$ cat src/rtl/cbws_pkg.sv
// Package for the character box word segmenter: payload structs, constants
// and the small box and gap helper functions shared by the RTL modules.
// No dependencies.
package cbws_pkg;

    localparam int CoordW = 12;
    localparam int ExtW   = 13;
    localparam int GapW   = 14;
    localparam int CntW   = 8;
    localparam int Slots  = 3;
    localparam int SlotCntW = 2;

    localparam logic signed [GapW-1:0] LONE_GAP     = 14'sd1000;
    localparam logic [CntW-1:0]        MARGIN_RESET = 8'd2;
    localparam logic [CntW-1:0]        COUNT_MAX    = 8'd255;

    // Register byte address of gap_margin.
    localparam logic [2:0] ADDR_GAP_MARGIN = 3'd0;

    typedef struct packed {
        logic [CoordW-1:0] x;
        logic [CoordW-1:0] y;
        logic [CoordW-1:0] w;
        logic [CoordW-1:0] h;
        logic              line_end;
    } t_char;

    typedef struct packed {
        logic [CoordW-1:0] left;
        logic [CoordW-1:0] top;
        logic [ExtW-1:0]   right;
        logic [ExtW-1:0]   bottom;
        logic [CntW-1:0]   count;
    } t_box;

    typedef struct packed {
        logic [CoordW-1:0] left;
        logic [CoordW-1:0] top;
        logic [ExtW-1:0]   width;
        logic [ExtW-1:0]   height;
        logic [CntW-1:0]   chars;
        logic              last;
    } t_word;

    // Words produced by one character box, packed from slot 0 upward.
    typedef struct packed {
        t_word [Slots-1:0]   slot;
        logic [SlotCntW-1:0] cnt;
    } t_res_set;

    // Merge one character box into a word, or start a new word with it.
    function automatic t_box f_add_box(input logic open, input t_box b, input t_char c);
        t_box             res;
        logic [ExtW-1:0]  r;
        logic [ExtW-1:0]  bt;
        r  = {1'b0, c.x} + {1'b0, c.w};
        bt = {1'b0, c.y} + {1'b0, c.h};
        if (!open) begin
            res.left   = c.x;
            res.top    = c.y;
            res.right  = r;
            res.bottom = bt;
            res.count  = 8'd1;
        end else begin
            res.left   = (c.x < b.left) ? c.x : b.left;
            res.top    = (c.y < b.top) ? c.y : b.top;
            res.right  = (r > b.right) ? r : b.right;
            res.bottom = (bt > b.bottom) ? bt : b.bottom;
            res.count  = (b.count < COUNT_MAX) ? b.count + 8'd1 : b.count;
        end
        return res;
    endfunction

    // A word break stands before a box whose gap beats either neighbor gap
    // by more than the margin. Gaps are signed.
    function automatic logic f_is_break(
        input logic signed [GapW-1:0] cur,
        input logic signed [GapW-1:0] prev,
        input logic signed [GapW-1:0] next,
        input logic [CntW-1:0]        margin
    );
        logic signed [GapW:0] c;
        logic signed [GapW:0] p;
        logic signed [GapW:0] n;
        logic signed [GapW:0] m;
        c = {cur[GapW-1], cur};
        p = {prev[GapW-1], prev};
        n = {next[GapW-1], next};
        m = {7'b0, margin};
        return (c > p + m) || (c > n + m);
    endfunction

    function automatic t_word f_to_word(input t_box b, input logic last);
        t_word res;
        res.left   = b.left;
        res.top    = b.top;
        res.width  = b.right - {1'b0, b.left};
        res.height = b.bottom - {1'b0, b.top};
        res.chars  = b.count;
        res.last   = last;
        return res;
    endfunction

endpackage

$ cat src/rtl/cbws_core.sv
// Segmenter state and decision logic: the held box, gap history and the open
// word's union box. Produces up to three words per box. Uses cbws_pkg.
module cbws_core
    import cbws_pkg::*;
(
    input  logic             i_clk,
    input  logic             i_rst_n,
    input  logic             i_proc,
    input  t_char            i_char,
    input  logic [CntW-1:0]  i_margin,
    output t_res_set         o_res
);

    logic                    r_held_valid;
    t_char                   r_held;
    logic signed [GapW-1:0]  r_held_gap;
    logic signed [GapW-1:0]  r_before_gap;
    logic                    r_word_open;
    t_box                    r_box;

    logic [ExtW-1:0]         held_right;
    logic signed [GapW-1:0]  gap;
    logic                    v1;
    logic                    v2;
    logic                    v3;
    t_box                    a_box;
    logic                    a_open;
    logic signed [GapW-1:0]  a_before;
    logic signed [GapW-1:0]  next_gap;
    t_box                    b_box;
    t_word                   w1;
    t_word                   w2;
    t_word                   w3;

    always_comb begin
        held_right = {1'b0, r_held.x} + {1'b0, r_held.w};
        gap = r_held_valid ? ({2'b0, i_char.x} - {1'b0, held_right}) : '0;

        // The held box now knows its right neighbor: decide its break.
        v1 = r_held_valid && r_word_open
             && f_is_break(r_held_gap, r_before_gap, gap, i_margin);
        a_box    = r_held_valid ? f_add_box(r_word_open && !v1, r_box, r_held) : r_box;
        a_open   = r_held_valid || r_word_open;
        a_before = r_held_valid ? r_held_gap : r_before_gap;

        // At the line end the incoming box is decided and flushed at once.
        next_gap = r_held_valid ? gap : LONE_GAP;
        v2 = i_char.line_end && a_open && f_is_break(gap, a_before, next_gap, i_margin);
        v3 = i_char.line_end;
        b_box = f_add_box(a_open && !v2, a_box, i_char);

        w1 = f_to_word(r_box, 1'b0);
        w2 = f_to_word(a_box, 1'b0);
        w3 = f_to_word(b_box, 1'b1);

        o_res.slot[0] = v1 ? w1 : (v2 ? w2 : w3);
        o_res.slot[1] = (v1 && v2) ? w2 : w3;
        o_res.slot[2] = w3;
        o_res.cnt = {1'b0, v1} + {1'b0, v2} + {1'b0, v3};
    end

    always_ff @(posedge i_clk) begin
        if (!i_rst_n) begin
            r_held_valid <= 1'b0;
            r_word_open  <= 1'b0;
            r_before_gap <= LONE_GAP;
        end else if (i_proc) begin
            if (i_char.line_end) begin
                r_held_valid <= 1'b0;
                r_word_open  <= 1'b0;
                r_before_gap <= LONE_GAP;
            end else begin
                r_held_valid <= 1'b1;
                r_word_open  <= a_open;
                r_before_gap <= a_before;
            end
        end
    end

    always_ff @(posedge i_clk) begin
        if (i_proc && !i_char.line_end) begin
            r_held     <= i_char;
            r_held_gap <= gap;
            r_box      <= a_box;
        end
    end

`ifndef NO_ASSERTIONS
    a_line_end_clears: assert property (@(posedge i_clk) disable iff (!i_rst_n)
        i_proc && i_char.line_end |=> !r_held_valid && !r_word_open)
        else $error("line end did not clear the held box");

    a_fresh_line_gap: assert property (@(posedge i_clk) disable iff (!i_rst_n)
        !r_held_valid |-> r_before_gap == LONE_GAP)
        else $error("gap history not reset at line start");

    a_word_needs_box: assert property (@(posedge i_clk) disable iff (!i_rst_n)
        r_word_open |-> r_held_valid)
        else $error("open word without a held box");
`endif

endmodule

$ cat src/rtl/cbws_outq.sv
// Result slots of the word segmenter: loads up to three words at once and
// hands them out one per transfer, slot 0 first. Uses cbws_pkg.
module cbws_outq
    import cbws_pkg::*;
(
    input  logic                i_clk,
    input  logic                i_rst_n,
    input  logic                i_load,
    input  t_res_set            i_set,
    input  logic                i_pop,
    output logic [SlotCntW-1:0] o_cnt,
    output t_word               o_word
);

    t_word [Slots-1:0]   r_slot;
    logic [SlotCntW-1:0] r_cnt;
    logic [SlotCntW-1:0] n_cnt;

    always_comb begin
        n_cnt = r_cnt;
        if (i_load) begin
            n_cnt = i_set.cnt;
        end else if (i_pop) begin
            n_cnt = r_cnt - 2'd1;
        end
    end

    always_ff @(posedge i_clk) begin
        if (!i_rst_n) begin
            r_cnt <= '0;
        end else begin
            r_cnt <= n_cnt;
        end
    end

    always_ff @(posedge i_clk) begin
        if (i_load) begin
            r_slot <= i_set.slot;
        end else if (i_pop) begin
            r_slot[0] <= r_slot[1];
            r_slot[1] <= r_slot[2];
        end
    end

    assign o_cnt  = r_cnt;
    assign o_word = r_slot[0];

`ifndef NO_ASSERTIONS
    a_cnt_range: assert property (@(posedge i_clk) disable iff (!i_rst_n)
        r_cnt != 2'd3 || !i_load)
        else $error("result slots loaded while still full");
`endif

endmodule

$ cat src/rtl/char_box_word_segmenter_unit.sv
// Top level of the character box word segmenter: input register, APB
// register port, segmenter core and result slots. Uses cbws_pkg,
// cbws_core and cbws_outq.
//
// Usage: character boxes of one text line enter left to right on the input
// channel (i_in_valid / o_in_ready), one box per transfer, with i_line_end
// set on the last box of the line. Words leave on the output channel
// (o_out_valid / i_out_ready) as union bounding boxes with a character
// count; o_last_word marks the word flushed by the line end.
// Each box is held back until its successor arrives, because the break
// decision needs the gap on both sides. A word is presented once the box
// that closes it, or the line-end box, has passed the input register and
// the segmenter logic has loaded the result slots.
// Throughput is one box per cycle while the receiver is ready. One box may
// close up to three words; the three result slots then drain one word per
// cycle while the receiver is ready, and the input register waits until the
// slots are empty or empty this cycle.
// When the receiver stalls, the pending word holds on the outputs, the
// input register fills and o_in_ready drops until words move again.
// Reset (synchronous, active low) empties the slots and input register,
// clears any partial line and sets gap_margin to 2. gap_margin sits at
// byte address 0 and should only be written while the block is idle.
module char_box_word_segmenter_unit
    import cbws_pkg::*;
(
    input  logic              i_clk,
    input  logic              i_rst_n,

    input  logic              i_in_valid,
    output logic              o_in_ready,
    input  logic [CoordW-1:0] i_char_x,
    input  logic [CoordW-1:0] i_char_y,
    input  logic [CoordW-1:0] i_char_width,
    input  logic [CoordW-1:0] i_char_height,
    input  logic              i_line_end,

    output logic              o_out_valid,
    input  logic              i_out_ready,
    output logic [CoordW-1:0] o_word_left,
    output logic [CoordW-1:0] o_word_top,
    output logic [ExtW-1:0]   o_word_width,
    output logic [ExtW-1:0]   o_word_height,
    output logic [CntW-1:0]   o_word_chars,
    output logic              o_last_word,

    input  logic              psel,
    input  logic              penable,
    input  logic              pwrite,
    input  logic [2:0]        paddr,
    input  logic [31:0]       pwdata,
    output logic [31:0]       prdata,
    output logic              pready
);

    logic [CntW-1:0]     r_gap_margin;
    logic                r_in_valid;
    t_char               r_in;
    logic                proc;
    logic                pop;
    logic [SlotCntW-1:0] slot_cnt;
    t_res_set            res_set;
    t_word               word;

    // Configuration: register writes complete in the APB access phase.
    assign pready = 1'b1;
    assign prdata = (paddr == ADDR_GAP_MARGIN) ? {24'b0, r_gap_margin} : '0;

    always_ff @(posedge i_clk) begin
        if (!i_rst_n) begin
            r_gap_margin <= MARGIN_RESET;
        end else if (psel && penable && pwrite && pready && paddr == ADDR_GAP_MARGIN) begin
            r_gap_margin <= pwdata[CntW-1:0];
        end
    end

    // The registered box moves into the segmenter once the result slots are
    // empty, or hold a single word that leaves in this same cycle.
    assign pop  = o_out_valid && i_out_ready;
    assign proc = r_in_valid
                  && (slot_cnt == 2'd0 || (slot_cnt == 2'd1 && i_out_ready));
    assign o_in_ready = !r_in_valid || proc;

    always_ff @(posedge i_clk) begin
        if (!i_rst_n) begin
            r_in_valid <= 1'b0;
        end else if (o_in_ready) begin
            r_in_valid <= i_in_valid;
        end
    end

    always_ff @(posedge i_clk) begin
        if (i_in_valid && o_in_ready) begin
            r_in.x        <= i_char_x;
            r_in.y        <= i_char_y;
            r_in.w        <= i_char_width;
            r_in.h        <= i_char_height;
            r_in.line_end <= i_line_end;
        end
    end

    cbws_core u_core (
        .i_clk    (i_clk),
        .i_rst_n  (i_rst_n),
        .i_proc   (proc),
        .i_char   (r_in),
        .i_margin (r_gap_margin),
        .o_res    (res_set)
    );

    cbws_outq u_outq (
        .i_clk   (i_clk),
        .i_rst_n (i_rst_n),
        .i_load  (proc),
        .i_set   (res_set),
        .i_pop   (pop),
        .o_cnt   (slot_cnt),
        .o_word  (word)
    );

    assign o_out_valid   = slot_cnt != 2'd0;
    assign o_word_left   = word.left;
    assign o_word_top    = word.top;
    assign o_word_width  = word.width;
    assign o_word_height = word.height;
    assign o_word_chars  = word.chars;
    assign o_last_word   = word.last;

`ifndef NO_ASSERTIONS
    a_word_not_empty: assert property (@(posedge i_clk) disable iff (!i_rst_n)
        o_out_valid |-> o_word_chars != 8'd0)
        else $error("empty word presented");

    a_proc_after_drain: assert property (@(posedge i_clk) disable iff (!i_rst_n)
        proc |=> slot_cnt == $past(res_set.cnt))
        else $error("result slots lost or kept stale words");
`endif

endmodule

$ cat config.mk
export PLATFORM = sky130hd
export DESIGN_NAME = char_box_word_segmenter_unit
export DESIGN_NICKNAME = d
export VERILOG_FILES = /design/src/rtl/cbws_pkg.sv /design/src/rtl/cbws_core.sv /design/src/rtl/cbws_outq.sv /design/src/rtl/char_box_word_segmenter_unit.sv
export SDC_FILE = /design/constraint.sdc
export NUM_CORES = 1
export LEC_CHECK = 0
export ABC_AREA = 1
export BUFFER_PORTS_ARGS = -buffer_cell sky130_fd_sc_hd__clkbuf_2
export CAP_MARGIN = 20
export CORE_MARGIN = 3
export CORE_UTILIZATION = 50
export CTS_CLUSTER_SIZE = 28
export DETAILED_ROUTE_END_ITERATION = 16
export PLACE_DENSITY = 0.81
export REMOVE_ABC_BUFFERS = 1
export SLEW_MARGIN = 10
export SYNTH_ARGS = -nofsm -noshare
export SYNTH_HDL_FRONTEND = slang
export SYNTH_SLANG_ARGS = --single-unit
$ cat constraint.sdc
create_clock -name i_clk -period 10.39 [get_ports i_clk]
set_input_delay 2.078 -clock i_clk [delete_from_list [all_inputs] [get_ports i_clk]]
set_output_delay 2.078 -clock i_clk [all_outputs]
set_load 0.02 [all_outputs]
---- Word-level counts from Yosys, hierarchy flattened ----
Index checks and enable logic that the tools add are counted.
word-level totals
  logic and storage cells ................. 128
  input bits .............................. 91
  output and inout bits ................... 94
  register bits after elaboration ......... 372
operators by class
  $lt $le $gt $ge ......................... 14
  reduce and logical (&&, ||, !) cells .... 28
  eq/ne operators ......................... 1
  mux-type cells .......................... 27
  add/sub/neg operators ................... 20
operator list
  kind                                                           number
  118-bit 2-to-1 mux                                             2
  59-bit 2-to-1 mux                                              3
  58-bit 2-to-1 mux                                              3
  13-bit by 12-bit subtractor with 13-bit output                 6
  14-bit by 9-bit adder with 15-bit output                       4
  14-bit by 15-bit greater-than comparator with 1-bit output     4
  14-bit 2-to-1 mux                                              4
  12-bit by 12-bit adder with 13-bit output                      4
  13-bit greater-than comparator                                 4
  13-bit 2-to-1 mux                                              4
  12-bit < comparator                                            4
  12-bit 2-to-1 mux                                              4
  8-bit 2-to-1 mux                                               3
  8-bit by 1-bit adder with 8-bit output, second input constant  2
  8-bit < comparator, second input constant                      2
  1-bit logical AND                                              15
  12-bit by 13-bit subtractor with 14-bit output                 1
  1-bit logical OR                                               5
  1-bit zero test                                                4
  2-bit 2-to-1 mux                                               2
  2-bit nonzero test                                             2
  3-bit zero test                                                1
  1-bit by 1-bit adder with 2-bit output                         1
  2-bit by 1-bit adder with 2-bit output                         1
  other kinds (4)                                                5

---- Logic depth before layout (Yosys ltp) ----
  word-level depth ........................ 18
  depth in mapped cells ................... 77
  gate-level depth less buffers ........... 75

---- Cells and area by module ----
A second synthesis with hierarchy kept.
unflattened totals
  cell total of the unflattened synthesis .. 3518
  area total of the unflattened synthesis .. 28573.7 sq um
by module, submodules not included
  module                        instances  area each (sq um)  seq. area each (sq um)  cells each
  cbws_core                     1          19060.8            3923.8                  2716
  cbws_outq                     1          7337.0             5355.1                  640
  char_box_word_segmenter_unit  1          2175.8             1651.6                  162

---- Worst setup path after synthesis ----
Ideal clock, no wire load.
  kind .................................... reg2reg
  start ................................... register u_outq.r_cnt[0], in the netlist u_outq.o_cnt[0]
  end ..................................... register u_outq.r_cnt[1], in the netlist u_outq.o_cnt[1]
  path buffers ............................ 0
  period minus slack after synthesis ...... 10029 ps
  required time ........................... 10218 ps
  data arrival time ....................... 9856 ps
  library setup time ...................... 172 ps
  setup slack ............................. 361 ps
  stages on the path, launching flop included .. 7
  cells stage by stage .................... dfxtp_1 -> inv_1 -> ha_1 -> inv_1 -> o21ai_0 -> o21ai_0 -> a31oi_1
on the way
  elaborated cells between the ends (all ways) .. 11
  those cells by class .................... add/sub: 1; eq/ne: 1; mux: 2; reduce/logical: 7
RTL lines
  what                                 line                                 text
  start: declaration                   cbws_outq.sv:16                      logic [SlotCntW-1:0] r_cnt;
  start signal: assignment             cbws_outq.sv:32                      r_cnt <= n_cnt;
  2-bit nonzero test                   char_box_word_segmenter_unit.sv:120  assign o_out_valid = slot_cnt != 2'd0;
  net o_out_valid                      char_box_word_segmenter_unit.sv:37   output logic o_out_valid,
  1-bit logical AND                    char_box_word_segmenter_unit.sv:78   assign pop = o_out_valid && i_out_ready;
  2-bit nonzero test (no source line)  -
The timed path passes the listed nets, and every way through them passes these cells. The select of a mux whose other input is x is not followed.
A chain may end at the register's enable or synchronous reset.

==> flow_metrics.tcl <==
set metrics [dict create \
    status "completed" \
    slew_viol_final 0 \
    routed_via_density 5.551 \
    timing_hold_violations_final 0 \
    muxShareOfSynthArea_pct 0.03606 \
    synth-seq-cells 372 \
    area_growth_pct 12.76 \
    synth_area_leaders "edfxtp_1, ha_1, nand2_1" \
    p_per_area_nw_per_um2 229.6 \
    cts_max_path_buffers 3 \
    placed_area_sq_um 29370 \
    firstDrtPassIters 6 \
    grt_max_degree 130 \
    synth_top_family_by_area "adder cells" \
    skew_ps 21.77 \
    synth_compound_area_share_pct 15.17 \
    setup_viol 0 \
    yosys-top-cells-count "nand2_1, inv_1, edfxtp_1" \
    critPathLaunchType "flip-flop" \
    drc 0 \
    synthSimpleGateAreaFrac_pct 15.56 \
    place_ws_ps -209.7 \
    diodes 0 \
    gr-usage-all-layers_pct 23.92 \
    leakage_nw 14.67 \
    multi_input_area_sq_um 14700 \
    regArea_sq_um 10900 \
    io_pins 185 \
    root_buffer "clkbuf_16" \
    postLayoutCellArea_sq_um 31300 \
    synth_cells 3218 \
    cts_sinks 372 \
    drt_wl_total_um 73390 \
    cts-buffers-inserted 39 \
    die_x_um 241.6 \
    drive_above_1_share_pct 15.60 \
    dpl.hpwl_um 52440 \
    post_drt_wl_per_cell_um 17.66 \
    cp.required_ps 10720 \
    yosysMostFrequentCell "nand2_1" \
    grt_pass1_vias 21800 \
    slew_headroom_pct 31.28 \
    ant_nets 0 \
    cts_htree_levels 2 \
    ys_seq_area_share_pct 39.27 \
    fmax_mhz 99.69 \
    cts_tree "yes" \
    crit_path_end_kind "flip-flop" \
    cpMostUsedCell "nand2_1" \
    async_reset_ff_share_pct 0 \
    synth_fa_ha_area_share_pct 15.62 \
    setup_slack_ps 358.5 \
    crit_buf_inv 10 \
    grt_overflow 0 \
    drt_iter0_drc 2147 \
    holdBufCountCts 0 \
    synth-main-ff-cell "edfxtp_1" \
    vias 23070 \
    yosysTopAreaCell "edfxtp_1" \
    start_util_pct 51.07 \
    syn_area_per_cell_sq_um 8.625 \
    grt-busiest-layer "met2" \
    dieArea_sq_um 58380 \
    nNetsFinal 3815 \
    synth_cell_types 63 \
    worst_path_max_delay_cell "fa_2" \
    yosys_warnings 0 \
    fin_crit_sh_pct 96.55 \
    port_buffers 135 \
    worst_pin_slew_ps 1031 \
    fin_cells 4155 \
    grt_use_met3_pct 3.069 \
    drv_cap 0 \
    row_count 85 \
    syn-cell-area_sq_um 27760 \
    critPathMaxFanout 6 \
    fillerInstances 4560 \
    slowest_delay_ps 600 \
    grtUsageMet2_pct 39.19 \
    insertion_delay_ps 580 \
    critPathTopFamily "compound AO/OA/AOI/OAI gates" \
    synth-edff-count 345 \
    die_h_um 241.6 \
    hold_class "flip-flop to flip-flop" \
    synth.top_cell.area_share_pct 37.32 \
    place_inst 4067 \
    core_area_sq_um 54350 \
    min_period_ps 10030 \
    grt_pass1_wl_um 113200 \
    cp.arrival_ps 10360 \
    path_class "flip-flop to flip-flop" \
    grt_antenna_before_repair 0 \
    clk_pin_slew_ps 60 \
    synth_xor_area_share_pct 4.314 \
    rsz0062_at_grt "yes" \
    use_met1_pct 31.78 \
    max-vdd-ir-drop_mv 0.1239 \
    place_congestion 0.9188 \
    hold_ws_ps 454.1 \
]
per-layer routing:
layer,vias up,wire (um),part of all wire (%)
met5,-,0,0
met4,0,2874,3.9
met3,164,6003,8.2
met2,1029,34000,46
met1,10700,30510,42
li1,11170,-,-
final timing paths:
| kind | startpoint | to | slack, ps | cells after the start |
|---|---|---|---|---|
| worst min register to register | r_in[1]$_DFFE_PP_ | u_core.r_held[1]$_DFFE_PP_ | 450 | 0 |
| worst max-delay path | u_core.r_held[37]$_DFFE_PP_ | u_outq.o_word[21]$_DFFE_PP_ | 360 | 72 |
| worst min-delay path | r_in[1]$_DFFE_PP_ | u_core.r_held[1]$_DFFE_PP_ | 450 | 0 |
| worst max register to register | u_core.r_held[37]$_DFFE_PP_ | u_outq.o_word[21]$_DFFE_PP_ | 360 | 72 |
through the flow:
step                utilization [%]  TNS [ps]  total power [W]
detailed placement            54.04     -1479         0.005515
global placement              54.04    -5.958         0.005429
CTS                           56.42         0         0.006988
floorplan                         -  -1335820         0.004570
global route                  57.59     -2060         0.007652
finish                        57.59         0         0.007186
state kept, by name, indices dropped and copies added, names as in the netlist:
signal               flops
r_in_valid               1
r_in                    49
u_outq.o_word           59
r_gap_margin             8
u_core.r_before_gap     14
u_core.r_held           48
u_outq.r_slot          117
u_core.r_box            58
u_core.r_held_valid      1
u_outq.o_cnt             2
u_core.r_held_gap       14
u_core.r_word_open       1
worst reg2reg max path, delay by kind of cell, from the launching register on:
kind	cells	cell delay [ps]
compound gates	22	2900
xor+xnor	1	160
fa+ha+maj	8	2840
buf+inv	10	950
flops	1	350
simple gates	31	2610
cell families (layout without fill, tap and decap cells):
kind of cell,after synthesis,in the layout
simple gates,1014,1015
compound gates,719,720
buf+inv,638,811
flops,372,372
fa+ha+maj,337,337
xor+xnor,135,135
other cells,2,25
mux,1,1
power by group:
part	internal [W]	switching (W)
sequential	0.00219	0.000147
combinational	0.00124	0.00218
clock	0.000822	0.000609
total	0.00425	0.00294
what timing repair did:
item                       in CTS  in global routing
pin swaps                       1                 72
buffers inserted                0                 15
cloned                          0                  3
setup endpoints to repair      15                 53
hold endpoints to repair        0                  0
gates resized for setup        12                141
cell type report:
type / instances / share of cell area, %
Tap cell: 739 / 2.954
Timing Repair Buffer: 268 / 5.493
Multi-Input combinational cell: 2233 / 46.98
Clock buffer: 51 / 3.394
Clock inverter: 19 / 0.6676
Sequential cell: 372 / 34.83
Inverter: 473 / 5.681
cells in the final DEF, fill, tap and decap left out, types with 37 or more instances in the layout:
cell       netlist  routed
a21oi_1        290     268
buf_4           85     125
clkbuf_16        0      40
clkbuf_2         0     135
edfxtp_1       345     345
ha_1           321     314
inv_1          463     456
nand2_1        604     589
nand2_2         28      37
nand3_1        110     107
nor2_1         181     170
o21ai_0        185     154
o21ai_1         48      61
xor2_1         104     101
Note: power is estimated with default switching activity, not from simulation.
